## src/sv/rmbu_pkg.sv

```systemverilog
// package for the raw matrix byte unpacker
// holds phase codes, word format codes, register indexes and the output flags struct
package rmbu_pkg;

    typedef enum logic [1:0] {
        PH_FILE = 2'd0,
        PH_ROW  = 2'd1,
        PH_DATA = 2'd2,
        PH_DONE = 2'd3
    } t_phase;

    localparam logic [1:0] FMT_INT16   = 2'd0;
    localparam logic [1:0] FMT_INT32   = 2'd1;
    localparam logic [1:0] FMT_FLOAT32 = 2'd2;

    localparam logic [2:0] REG_WORD_FORMAT = 3'd0;
    localparam logic [2:0] REG_BIG_ENDIAN  = 3'd1;
    localparam logic [2:0] REG_COMPLEX     = 3'd2;
    localparam logic [2:0] REG_FILE_HDR    = 3'd3;
    localparam logic [2:0] REG_ROW_HDR     = 3'd4;
    localparam logic [2:0] REG_ROW_POINTS  = 3'd5;
    localparam logic [2:0] REG_ROW_COUNT   = 3'd6;

    typedef struct packed {
        logic        is_imaginary;
        logic        row_end;
        logic        frame_end;
    } t_flags;

endpackage

```

## src/sv/rmbu_convert.sv

```systemverilog
// converts an assembled word to float32 bits, combinational
// depends on rmbu_pkg
module rmbu_convert (
    input  logic [1:0]  i_format,
    input  logic [31:0] i_word,
    output logic [31:0] o_bits
);
    import rmbu_pkg::*;

    logic        neg;
    logic [31:0] mag;
    logic [4:0]  p;
    logic [31:0] norm;
    logic [24:0] mant;
    logic        guard;
    logic        sticky;
    logic        round_up;
    logic [7:0]  expo;

    always_comb begin
        neg = 1'b0;
        mag = i_word;
        if (i_format == FMT_INT16) begin
            neg = i_word[15];
            mag = neg ? (32'h0001_0000 - {16'd0, i_word[15:0]}) : {16'd0, i_word[15:0]};
        end else begin
            neg = i_word[31];
            mag = neg ? (~i_word + 32'd1) : i_word;
        end
        p = 5'd0;
        for (int k = 0; k < 32; k++) begin
            if (mag[k]) begin
                p = 5'(k);
            end
        end
        norm     = mag << (5'd31 - p);
        guard    = norm[7];
        sticky   = |norm[6:0];
        round_up = guard && (sticky || norm[8]);
        mant     = {1'b0, norm[31:8]} + {24'd0, round_up};
        expo     = 8'd127 + {3'd0, p} + {7'd0, mant[24]};
        if (i_format != FMT_INT16 && i_format != FMT_INT32) begin
            o_bits = i_word;
        end else if (mag == 32'd0) begin
            o_bits = 32'd0;
        end else if (mant[24]) begin
            o_bits = {neg, expo, mant[23:1]};
        end else begin
            o_bits = {neg, expo, mant[22:0]};
        end
    end
endmodule

```

## src/sv/raw_matrix_byte_unpacker_core.sv

```systemverilog
// top level of the raw matrix byte unpacker
// depends on rmbu_pkg and rmbu_convert
// Takes one byte per clock with no gaps of its own: input beats go to an
// input register, then framing, word assembly and int to float32 conversion
// run in one stage into an output register. A beat passes through the input
// and output registers on its way to a sample; a sample can come out every
// word-size bytes. A stalled output holds the pipeline, the input takes a
// beat whenever the output register is empty or being drained.
module raw_matrix_byte_unpacker_core (
    input  logic        i_clk,
    input  logic        i_rst_n,
    input  logic        i_valid,
    output logic        o_stall,
    input  logic [7:0]  i_data_byte,
    input  logic        i_start_of_file,
    output logic        o_valid,
    input  logic        i_stall,
    output logic [31:0] o_sample_bits,
    output logic        o_is_imaginary,
    output logic        o_row_end,
    output logic        o_frame_end,
    input  logic        i_cfg_valid,
    output logic        o_cfg_ready,
    input  logic [2:0]  i_cfg_index,
    input  logic [23:0] i_cfg_data
);
    import rmbu_pkg::*;

    logic [1:0]  r_word_format;
    logic        r_big_endian;
    logic        r_complex;
    logic [23:0] r_file_hdr;
    logic [15:0] r_row_hdr;
    logic [16:0] r_row_points;
    logic [16:0] r_row_count;

    logic        r_in_valid;
    logic [7:0]  r_in_byte;
    logic        r_in_sof;

    logic [23:0] r_hdr_cnt,  n_hdr_cnt;
    logic [1:0]  r_biw,      n_biw;
    logic [31:0] r_shift,    n_shift;
    logic [16:0] r_col,      n_col;
    logic [16:0] r_row,      n_row;
    logic        r_imag,     n_imag;
    t_phase      r_phase,    n_phase;

    logic        r_out_valid;
    logic [31:0] r_out_bits;
    t_flags      r_out_flags;

    logic        advance;
    logic        emit;
    logic [31:0] word_done;
    logic [31:0] conv_bits;
    t_flags      flags;

    assign advance = !(r_out_valid && i_stall);
    assign o_stall = !advance;
    assign o_cfg_ready = 1'b1;

    always_ff @(posedge i_clk) begin
        if (!i_rst_n) begin
            r_word_format <= FMT_FLOAT32;
            r_big_endian  <= 1'b0;
            r_complex     <= 1'b0;
            r_file_hdr    <= '0;
            r_row_hdr     <= '0;
            r_row_points  <= 17'd256;
            r_row_count   <= 17'd256;
        end else if (i_cfg_valid) begin
            unique case (i_cfg_index)
                REG_WORD_FORMAT: r_word_format <= i_cfg_data[1:0];
                REG_BIG_ENDIAN:  r_big_endian  <= i_cfg_data[0];
                REG_COMPLEX:     r_complex     <= i_cfg_data[0];
                REG_FILE_HDR:    r_file_hdr    <= i_cfg_data;
                REG_ROW_HDR:     r_row_hdr     <= i_cfg_data[15:0];
                REG_ROW_POINTS:  r_row_points  <= i_cfg_data[16:0];
                REG_ROW_COUNT:   r_row_count   <= i_cfg_data[16:0];
                default: ;
            endcase
        end
    end

    always_comb begin
        logic [2:0] cnt;
        logic [2:0] wbytes;
        n_hdr_cnt = r_hdr_cnt;
        n_biw     = r_biw;
        n_shift   = r_shift;
        n_col     = r_col;
        n_row     = r_row;
        n_imag    = r_imag;
        n_phase   = r_phase;
        emit      = 1'b0;
        word_done = '0;
        flags     = '0;
        cnt       = '0;
        wbytes    = (r_word_format == FMT_INT16) ? 3'd2 : 3'd4;
        if (r_in_sof) begin
            n_hdr_cnt = '0;
            n_biw     = '0;
            n_shift   = '0;
            n_col     = '0;
            n_row     = '0;
            n_imag    = 1'b0;
            n_phase   = PH_FILE;
        end
        if (n_phase == PH_FILE && n_hdr_cnt >= r_file_hdr) begin
            n_phase   = PH_ROW;
            n_hdr_cnt = '0;
        end
        if (n_phase == PH_ROW && n_hdr_cnt >= {8'd0, r_row_hdr}) begin
            n_phase   = PH_DATA;
            n_hdr_cnt = '0;
        end
        priority if (n_phase == PH_FILE || n_phase == PH_ROW) begin
            n_hdr_cnt = n_hdr_cnt + 24'd1;
        end else if (n_phase == PH_DATA) begin
            if (r_big_endian) begin
                n_shift = {n_shift[23:0], r_in_byte};
            end else begin
                n_shift = n_shift | ({24'd0, r_in_byte} << {n_biw, 3'b000});
            end
            n_biw = n_biw + 2'd1;
            cnt   = {1'b0, n_biw};
            if (n_biw == 2'd0 || cnt >= wbytes) begin
                emit            = 1'b1;
                word_done       = n_shift;
                flags.is_imaginary = n_imag;
                n_shift         = '0;
                n_biw           = '0;
                if (r_complex && !n_imag) begin
                    n_imag = 1'b1;
                end else begin
                    n_imag = 1'b0;
                    if ({1'b0, n_col} + 18'd1 >= {1'b0, r_row_points}) begin
                        flags.row_end = 1'b1;
                        n_col = '0;
                        if ({1'b0, n_row} + 18'd1 >= {1'b0, r_row_count}) begin
                            flags.frame_end = 1'b1;
                            n_row   = '0;
                            n_phase = PH_DONE;
                        end else begin
                            n_row     = n_row + 17'd1;
                            n_phase   = PH_ROW;
                            n_hdr_cnt = '0;
                        end
                    end else begin
                        n_col = n_col + 17'd1;
                    end
                end
            end
        end else begin
            emit = 1'b0;
        end
    end

    rmbu_convert u_convert (
        .i_format (r_word_format),
        .i_word   (word_done),
        .o_bits   (conv_bits)
    );

    always_ff @(posedge i_clk) begin
        if (!i_rst_n) begin
            r_in_valid  <= 1'b0;
            r_out_valid <= 1'b0;
            r_hdr_cnt   <= '0;
            r_biw       <= '0;
            r_shift     <= '0;
            r_col       <= '0;
            r_row       <= '0;
            r_imag      <= 1'b0;
            r_phase     <= PH_FILE;
        end else if (advance) begin
            r_in_valid  <= i_valid;
            r_out_valid <= r_in_valid && emit;
            if (r_in_valid) begin
                r_hdr_cnt <= n_hdr_cnt;
                r_biw     <= n_biw;
                r_shift   <= n_shift;
                r_col     <= n_col;
                r_row     <= n_row;
                r_imag    <= n_imag;
                r_phase   <= n_phase;
            end
        end
    end

    always_ff @(posedge i_clk) begin
        if (advance) begin
            r_in_byte <= i_data_byte;
            r_in_sof  <= i_start_of_file;
            if (r_in_valid && emit) begin
                r_out_bits  <= conv_bits;
                r_out_flags <= flags;
            end
        end
    end

    assign o_valid        = r_out_valid;
    assign o_sample_bits  = r_out_bits;
    assign o_is_imaginary = r_out_flags.is_imaginary;
    assign o_row_end      = r_out_flags.row_end;
    assign o_frame_end    = r_out_flags.frame_end;

    a_frame_has_row_end: assert property (@(posedge i_clk) disable iff (!i_rst_n)
        o_valid && o_frame_end |-> o_row_end) else $error("frame end without row end");
    a_hold_on_stall: assert property (@(posedge i_clk) disable iff (!i_rst_n)
        o_valid && i_stall |=> o_valid && $stable(o_sample_bits)) else $error("output lost");
    a_done_silent: assert property (@(posedge i_clk) disable iff (!i_rst_n)
        r_in_valid && !r_in_sof && r_phase == PH_DONE |-> !emit) else $error("emit after done");
endmodule
```

## config.mk

```make
export PLATFORM = sky130hd
export DESIGN_NAME = raw_matrix_byte_unpacker_core
export DESIGN_NICKNAME = d
export VERILOG_FILES = /design/src/sv/rmbu_pkg.sv /design/src/sv/rmbu_convert.sv /design/src/sv/raw_matrix_byte_unpacker_core.sv
export SDC_FILE = /design/constraint.sdc
export NUM_CORES = 1
export LEC_CHECK = 0
export ABC_CLOCK_PERIOD_IN_PS = 15750
export BUFFER_PORTS_ARGS = -buffer_cell sky130_fd_sc_hd__buf_2
export CAP_MARGIN = 10
export CORE_MARGIN = 1.5
export CORE_UTILIZATION = 64
export DETAILED_ROUTE_END_ITERATION = 7
export PLACE_DENSITY = 0.86
export SYNTH_ARGS = -nofsm -noshare
export SYNTH_HDL_FRONTEND = slang
export SYNTH_SLANG_ARGS = --single-unit
```

## constraint.sdc

```tcl
create_clock -name i_clk -period 15.75 [get_ports i_clk]
set_clock_uncertainty 0.05 [all_clocks]
set_input_delay 1.575 -clock i_clk [delete_from_list [all_inputs] [get_ports i_clk]]
set_output_delay 1.575 -clock i_clk [all_outputs]
set_load 0.03 [all_outputs]
```

==> results by group, run 1 <==
Hold path
  • Min-Delay Path Class: reg2reg

Clocking
  • TritonCTS clock tree: done
  • Clk sinks: 219
  • Post-CTS Setup Bufs: 0
  • H-tree depth: 1
  • CTS Buf Count: 24
  • Max Root-Sink Buffers: 3
  • Clk slew on worst S/H paths: 0.07 ns
  • Post_cts resized: 0
  • Root Buffer Master: clkbuf_16
  • CTS Hold Bufs: 0
  • Worst-Skew Late Latency: 0.57 ns

Logic synthesis
  • Synth top area share: a little under a fifth
  • Area leader, netlist: dfxtp_1
  • Synth Net Count: 2,572
  • Register area share after synthesis: 26.3%
  • Synth Flop Type: dfxtp_1
  • FFs w/ async S/R, synth: 0%
  • Post-Synthesis Cells: 2,450
  • Post-synth cell types: 121
  • Number of synthesis warnings: 0
  • Mapped Area: 0.0183 sq mm
  • Number of synthesized flops with an enable pin: 44
  • Post-synthesis register bit count: about 220
  • Ranking of synthesized cells by area: dfxtp_1 19%, nand2_1 7.6%, edfxtp_1 7.2%
  • Post-Syn Area per Cell: 7.47 sq um

Timing
  • Tcrit/Tclk final: 77.8%
  • Fin crit period: 12.25 ns
  • Final hold viol count: 0
  • Worst slew pin tran: 1.20 ns
  • RSZ-0062 raised after global routing: false
  • Pins Over Slew Limit: 0
  • WHS: 0.405 ns
  • Slew Limit Headroom: 19.7%
  • Setup TNS: 0 ns
  • Final setup vio count: 0
  • Max frequency: 81.6 MHz

Worst setup path
  • CP required: ~16 ns
  • WS Path Type: reg2reg
  • Worst-path fanout max: between 40 and 50
  • R2r setup slk: 3.50 ns
  • Critical path endpoint category: flop
  • Crit path arrival time: 12.49 ns
  • CP max stage cell: or4_1
  • Crit path launch type: flop
  • Slowest stage delay, CP: 0.88 ns

Place
  • DP Wirelength: ~48 mm
  • GP Congestion: about 1.1
  • IO Port Bufs: between 70 and 80

Finish
  • Final nets: approximately 2,600
  • Area delta synth->final: 6.51%
  • Fill cells: around 2,300
  • Layout cell share with drive strength beyond 1: 10.3%
  • Register area: 0.00483 sq mm
  • Antenna diodes: 0
  • Multi-input gate area: approximately 0.012 sq mm

Routing
  • Initial DRT Pass Iterations: 8
  • Routed length per instance: 23.6 um
  • Via count: 20,166
  • Vias per cell: 7.12
  • DRT iter0 DRCs: 3,238
  • DRC viols: 7
  • Drt total wl: 66.9 mm
  • DRT antenna net count: 0

GRT
  • First-pass GRT wire length: 103 mm
  • Antenna violations before repair: 1
  • M1 GR Usage: 54.7%
  • GRT busiest layer: met2
  • GRT overflow: 0
  • Met2 usage: approximately 70%
  • Largest net degree at the start of global routing: just under 100
  • Met3 Resource Use GR: between 10% and 20%
  • Global Route Usage Sum: ~45%
  • Number of global-route vias before repair: 18,704

Floorplanning
  • Initial Util: 65.5%
  • IO Count: 79
  • Row count: a little over 60
  • Die X: ~170 um
  • Die Height: 172 um
  • Die area: 0.0296 sq mm
  • Core area: 0.0279 sq mm

Power
  • Combinational fraction of design power: 15.9%
  • Internal power: around 0.98 mW
  • Clock share of power: 41.7%
  • Reg power frac: 42.3%
  • Total power: 1.40 mW
  • P per Cell Area: 71.7 mW/mm^2
  • Switching Fraction: 30.0%
  • Leak: 7.14 nW
  • NetSw: 0.419 mW
  • VDD IR max: 0.0919 mV

Status
  • Failing checks: design-rule violations
  • Status: complete, but fails checks

Flow run
  • Max-Cap Viols: 0
[synthesized netlist by cell type, drive strengths merged (22+ instances only)]
master	count
nand2	372
a21oi	206
nor2	203
dfxtp	175
o21ai	129
inv	98
clkbuf	92
nor3	86
ha	81
nand3	71
nor2b	70
buf	63
a211oi	52
a22oi	52
xnor2	47
edfxtp	44
a21o	38
a31oi	35
o22ai	32
a22o	29
o31ai	28
or2	27
or3	26
and2	25
nand4	25
and3	24
mux2i	24
nand2b	24
o211ai	24
xor2	22
[final timing paths]
path,from,end,cells past startpoint
max,r_in_sof$_DFFE_PN_,o_sample_bits[27]$_DFFE_PP_,40
min,r_row_hdr[4]$_SDFFE_PN0P_,r_row_hdr[4]$_SDFFE_PN0P_,2
max reg2reg,r_in_sof$_DFFE_PN_,o_sample_bits[27]$_DFFE_PP_,40
min reg2reg,r_row_hdr[4]$_SDFFE_PN0P_,r_row_hdr[4]$_SDFFE_PN0P_,2
[flip-flops by register name, summed over array words and instances, names as in the netlist, 16 cells and up]
| signal | cells |
|---|---|
| r_row | 17 |
| r_row_hdr | 16 |
| r_hdr_cnt | 24 |
| r_file_hdr | 24 |
| r_row_count | 17 |
| r_shift | 32 |
| r_col | 17 |
| o_sample_bits | 32 |
| r_row_points | 17 |
[power by group through the flow]
| stage | sequential, mW | clock [mW] | combinational [mW] |
|---|---|---|---|
| after floorplan | 0.598 | 0 | 0.155 |
| after detailed placement | 0.603 | 0 | 0.212 |
| after CTS | 0.591 | 0.579 | 0.213 |
| after global placement | 0.602 | 0 | 0.209 |
| after global routing | 0.592 | 0.601 | 0.237 |
| final | 0.592 | 0.583 | 0.223 |
[critical path, delay by kind of cell, from the launching register on]
kind	cells	cell delay, ns
AOI/OAI and AO/OA	12	2.70
muxes	2	0.26
adders and majority gates	4	1.16
and+or+nand+nor	18	5.97
buffers and inverters	4	1.43
DFF	1	0.33
[kinds of logic (layout without fill, tap and decap cells)]
logic type               after synthesis  after routing  share of synthesized area [%]
flip-flops                           219            219                           26.3
buffers and inverters                254            258                           6.30
multiplexers                          35             35                           2.01
AND/OR/NAND/NOR                     1033           1033                           27.7
other                                  1              1                         0.0205
AO/OA/AOI/OAI                        758            758                           28.8
XOR/XNOR                              69             69                           3.34
adder cells (fa/ha/maj)               81             81                           5.54
[layer usage]
layer	up-vias	wire [um]
met3	407	7540
met1	9292	24900
li1	8961	-
met4	2	4860
met2	1504	29600
met5	-	13
[per-stage QoR]
step | std cells | utilization (%) | cell area [sq um] | setup WS [ns]
after floorplan | 2450 | - | 18300 | 4.10
after global placement | 2788 | 66.9 | 18700 | 4.42
after detailed placement | 2788 | 66.9 | 18700 | 4.02
after CTS | 2832 | 69.8 | 19500 | 3.96
after global routing | 2832 | 69.8 | 19500 | 2.88
final | 2832 | 69.8 | 19500 | 3.50
[final cells by class]
cell class / instances / share of cell area, %
clock inverter: 8 / 0.494
timing repair buffer: 115 / 3.44
clock buffer: 36 / 3.67
inverter: 99 / 1.91
sequential: 219 / 24.7
multi-input combinational: 1977 / 63.3
tap: 378 / 2.43
[cell usage in the layout, fill, tap and decap left out, types with 25 or more instances in the layout]
cell      count
a211oi_1     48
a21o_1       37
a21oi_1     198
a22o_1       29
a22oi_1      50
a31oi_1      30
buf_2        77
buf_4        38
dfxtp_1     174
edfxtp_1     44
ha_1         81
inv_1        96
nand2_1     372
nand3_1      68
nor2_1      200
nor2b_1      70
nor3_1       85
o21ai_0     116
o22ai_1      30
or3_1        25
xnor2_1      46
Note: power is estimated with default switching activity, not from simulation.
==> run 2, diff against run 1 <==
Settings changed: ABC_CLOCK_PERIOD_IN_PS 15750 to 12700.
Clock period 15.75 ns to 12.7 ns, I/O delays scaled along.
==> results by group, run 2 (same netlist as run 1, synthesis figures left out) <==
Hold path
  • Min-Delay Path Class: reg2reg
  • Hold path startpoint: r_row_hdr[2]$_SDFFE_PN0P_
  • Hold depth: 2
  • WHS Endpoint: r_row_hdr[2]$_SDFFE_PN0P_

Clocking
  • Max Root-Sink Buffers: 3
  • Post-CTS Setup Bufs: 0
  • TritonCTS clock tree: done
  • Clk sinks: 219
  • Root Buffer Master: clkbuf_16
  • Clk slew on worst S/H paths: 0.06 ns
  • Post_cts resized: 0
  • CTS Buf Count: 24
  • Worst-Skew Late Latency: 0.56 ns
  • CTS Hold Bufs: 0
  • H-tree depth: 1

GRT
  • First-pass GRT wire length: 106 mm
  • GRT overflow: 0
  • Largest net degree at the start of global routing: 99
  • Number of global-route vias before repair: 18,904
  • Global Route Usage Sum: a little under half
  • Antenna violations before repair: 2

Routing
  • Initial DRT Pass Iterations: 8
  • Via count: 20,418
  • DRT antenna net count: 0
  • Drt total wl: 68.7 mm
  • DRT iter0 DRCs: around 3,300
  • DRC viols: 1
  • Vias per cell: 7.20
  • Routed length per instance: 24.2 um

Floorplanning
  • Die Height: 172 um
  • Die area: 0.0296 sq mm
  • Core area: around 0.028 sq mm
  • Die X: 172 um
  • Initial Util: 65.5%
  • IO Count: 79
  • Row count: 61

Timing
  • Final setup vio count: 0
  • Slew Limit Headroom: 7.90%
  • Final hold viol count: 0
  • Setup TNS: 0 ns
  • Fin crit period: 11.97 ns
  • RSZ-0062 raised after global routing: false
  • Tcrit/Tclk final: 94.2%
  • Worst slew pin tran: approximately 1.4 ns
  • Pins Over Slew Limit: 0
  • Max frequency: 83.6 MHz

Finish
  • Commonest non-fill, non-tap cells in the layout: 372 x nand2_1, 200 x nor2_1, 198 x a21oi_1
  • Area delta synth->final: 6.48%
  • Layout cell share with drive strength beyond 1: between 10% and 20%
  • Final nets: roughly 2,600
  • Most common cell after layout, fill and taps aside: nand2_1
  • Final core utilization: 69.8%

Power
  • P per Cell Area: 87.4 mW/mm^2
  • Leak: 7.12 nW
  • VDD IR max: approximately 0.12 mV
  • Total power: ~1.7 mW

Worst setup path
  • Reg-to-reg startpoint: r_in_sof$_DFFE_PN_
  • WS Path Type: reg2reg
  • Crit path launch type: flop
  • CP max stage cell: a31o_1
  • R2R depth: 39
  • Reg2reg end: o_sample_bits[27]$_DFFE_PP_
  • R2r setup slk: 0.73 ns
  • Slowest stage delay, CP: 0.89 ns
  • CP required: about 13 ns
  • Critical path endpoint category: flop
  • Crit path arrival time: 12.23 ns
  • Worst-path fanout max: 25

Place
  • GP Congestion: 1.07
  • IO Port Bufs: 77
  • DP Wirelength: 49.9 mm

Status
  • Status: complete, but fails checks
  • Failing checks: design-rule violations

Flow run
  • Max-Cap Viols: 0
-- run 2: cell types whose count changed in the layout (fill, tap and decap cells not counted), moves of 2 or more --
cell / previous run / this run
clkinv_2: 4 / 2
buf_4: 38 / 40
clkbuf_8: 7 / 3
clkinv_1: 2 / 5
clkinvlp_4: 0 / 3
-- run 2: where the power goes --
part | internal [mW] | leakage, nW | switching, mW | total (mW)
registers | 0.719 | 1.91 | 0.0163 | 0.736
logic | 0.0836 | 4.86 | 0.202 | 0.285
clock network | 0.369 | 0.354 | 0.313 | 0.682
-- run 2: layout make-up --
type / count / area (sq um)
multi-input combinational: 1977 / 12300
fill: 2219 / 8440
sequential: 219 / 4830
timing repair buffer: 119 / 721
clock buffer: 31 / 657
tap: 378 / 473
inverter: 99 / 373
clock inverter: 12 / 97.6
antenna: 1 / 2.50
-- run 2: worst max path at each step --
stage / start / end / slack (ns) / depth (start not counted)
6_report: r_in_sof$_DFFE_PN_ / o_sample_bits[27]$_DFFE_PP_ / 0.73 / 39
3_5_place_dp: r_in_sof$_DFFE_PN_ / o_sample_bits[27]$_DFFE_PP_ / 1.17 / 39
5_1_grt: r_in_sof$_DFFE_PN_ / o_sample_bits[27]$_DFFE_PP_ / 0.30 / 39
3_3_place_gp: r_in_sof$_DFFE_PN_ / o_sample_bits[27]$_DFFE_PP_ / 1.47 / 41
4_1_cts: r_in_sof$_DFFE_PN_ / o_sample_bits[27]$_DFFE_PP_ / 1.09 / 39
2_1_floorplan: r_in_sof$_DFFE_PN_ / o_sample_bits[27]$_DFFE_PP_ / 1.05 / 52
-- run 2: critical path, delay by kind of cell, from the launching register on --
kind,cells,cell delay [ns]
AOI/OAI and AO/OA,12,3.12
adders and majority gates,4,1.15
buffers and inverters,4,1.09
DFF,1,0.73
muxes,2,0.32
and+or+nand+nor,17,5.21
-- run 2: routing by layer --
metal / share of wire, % / up-vias / GRT usage, %
li1: - / 8961 / -
met1: 36 / 9416 / 54.1
met2: 45 / 1647 / 74.6
met3: 12 / 392 / 12.2
met4: 6.5 / 2 / 25.9
met5: 0.028 / - / 0
-- run 2: metrics by stage --
stage                     setup slack [ns]  hold WS, ns  instance area (sq um)  cells
after CTS                             1.09        0.406                  19500   2833
final                                0.732        0.406                  19500   2836
after floorplan                       1.05        0.386                  18300   2450
after global placement                1.47        0.394                  18700   2790
after detailed placement              1.17        0.398                  18700   2790
after global routing                 0.304        0.420                  19500   2836
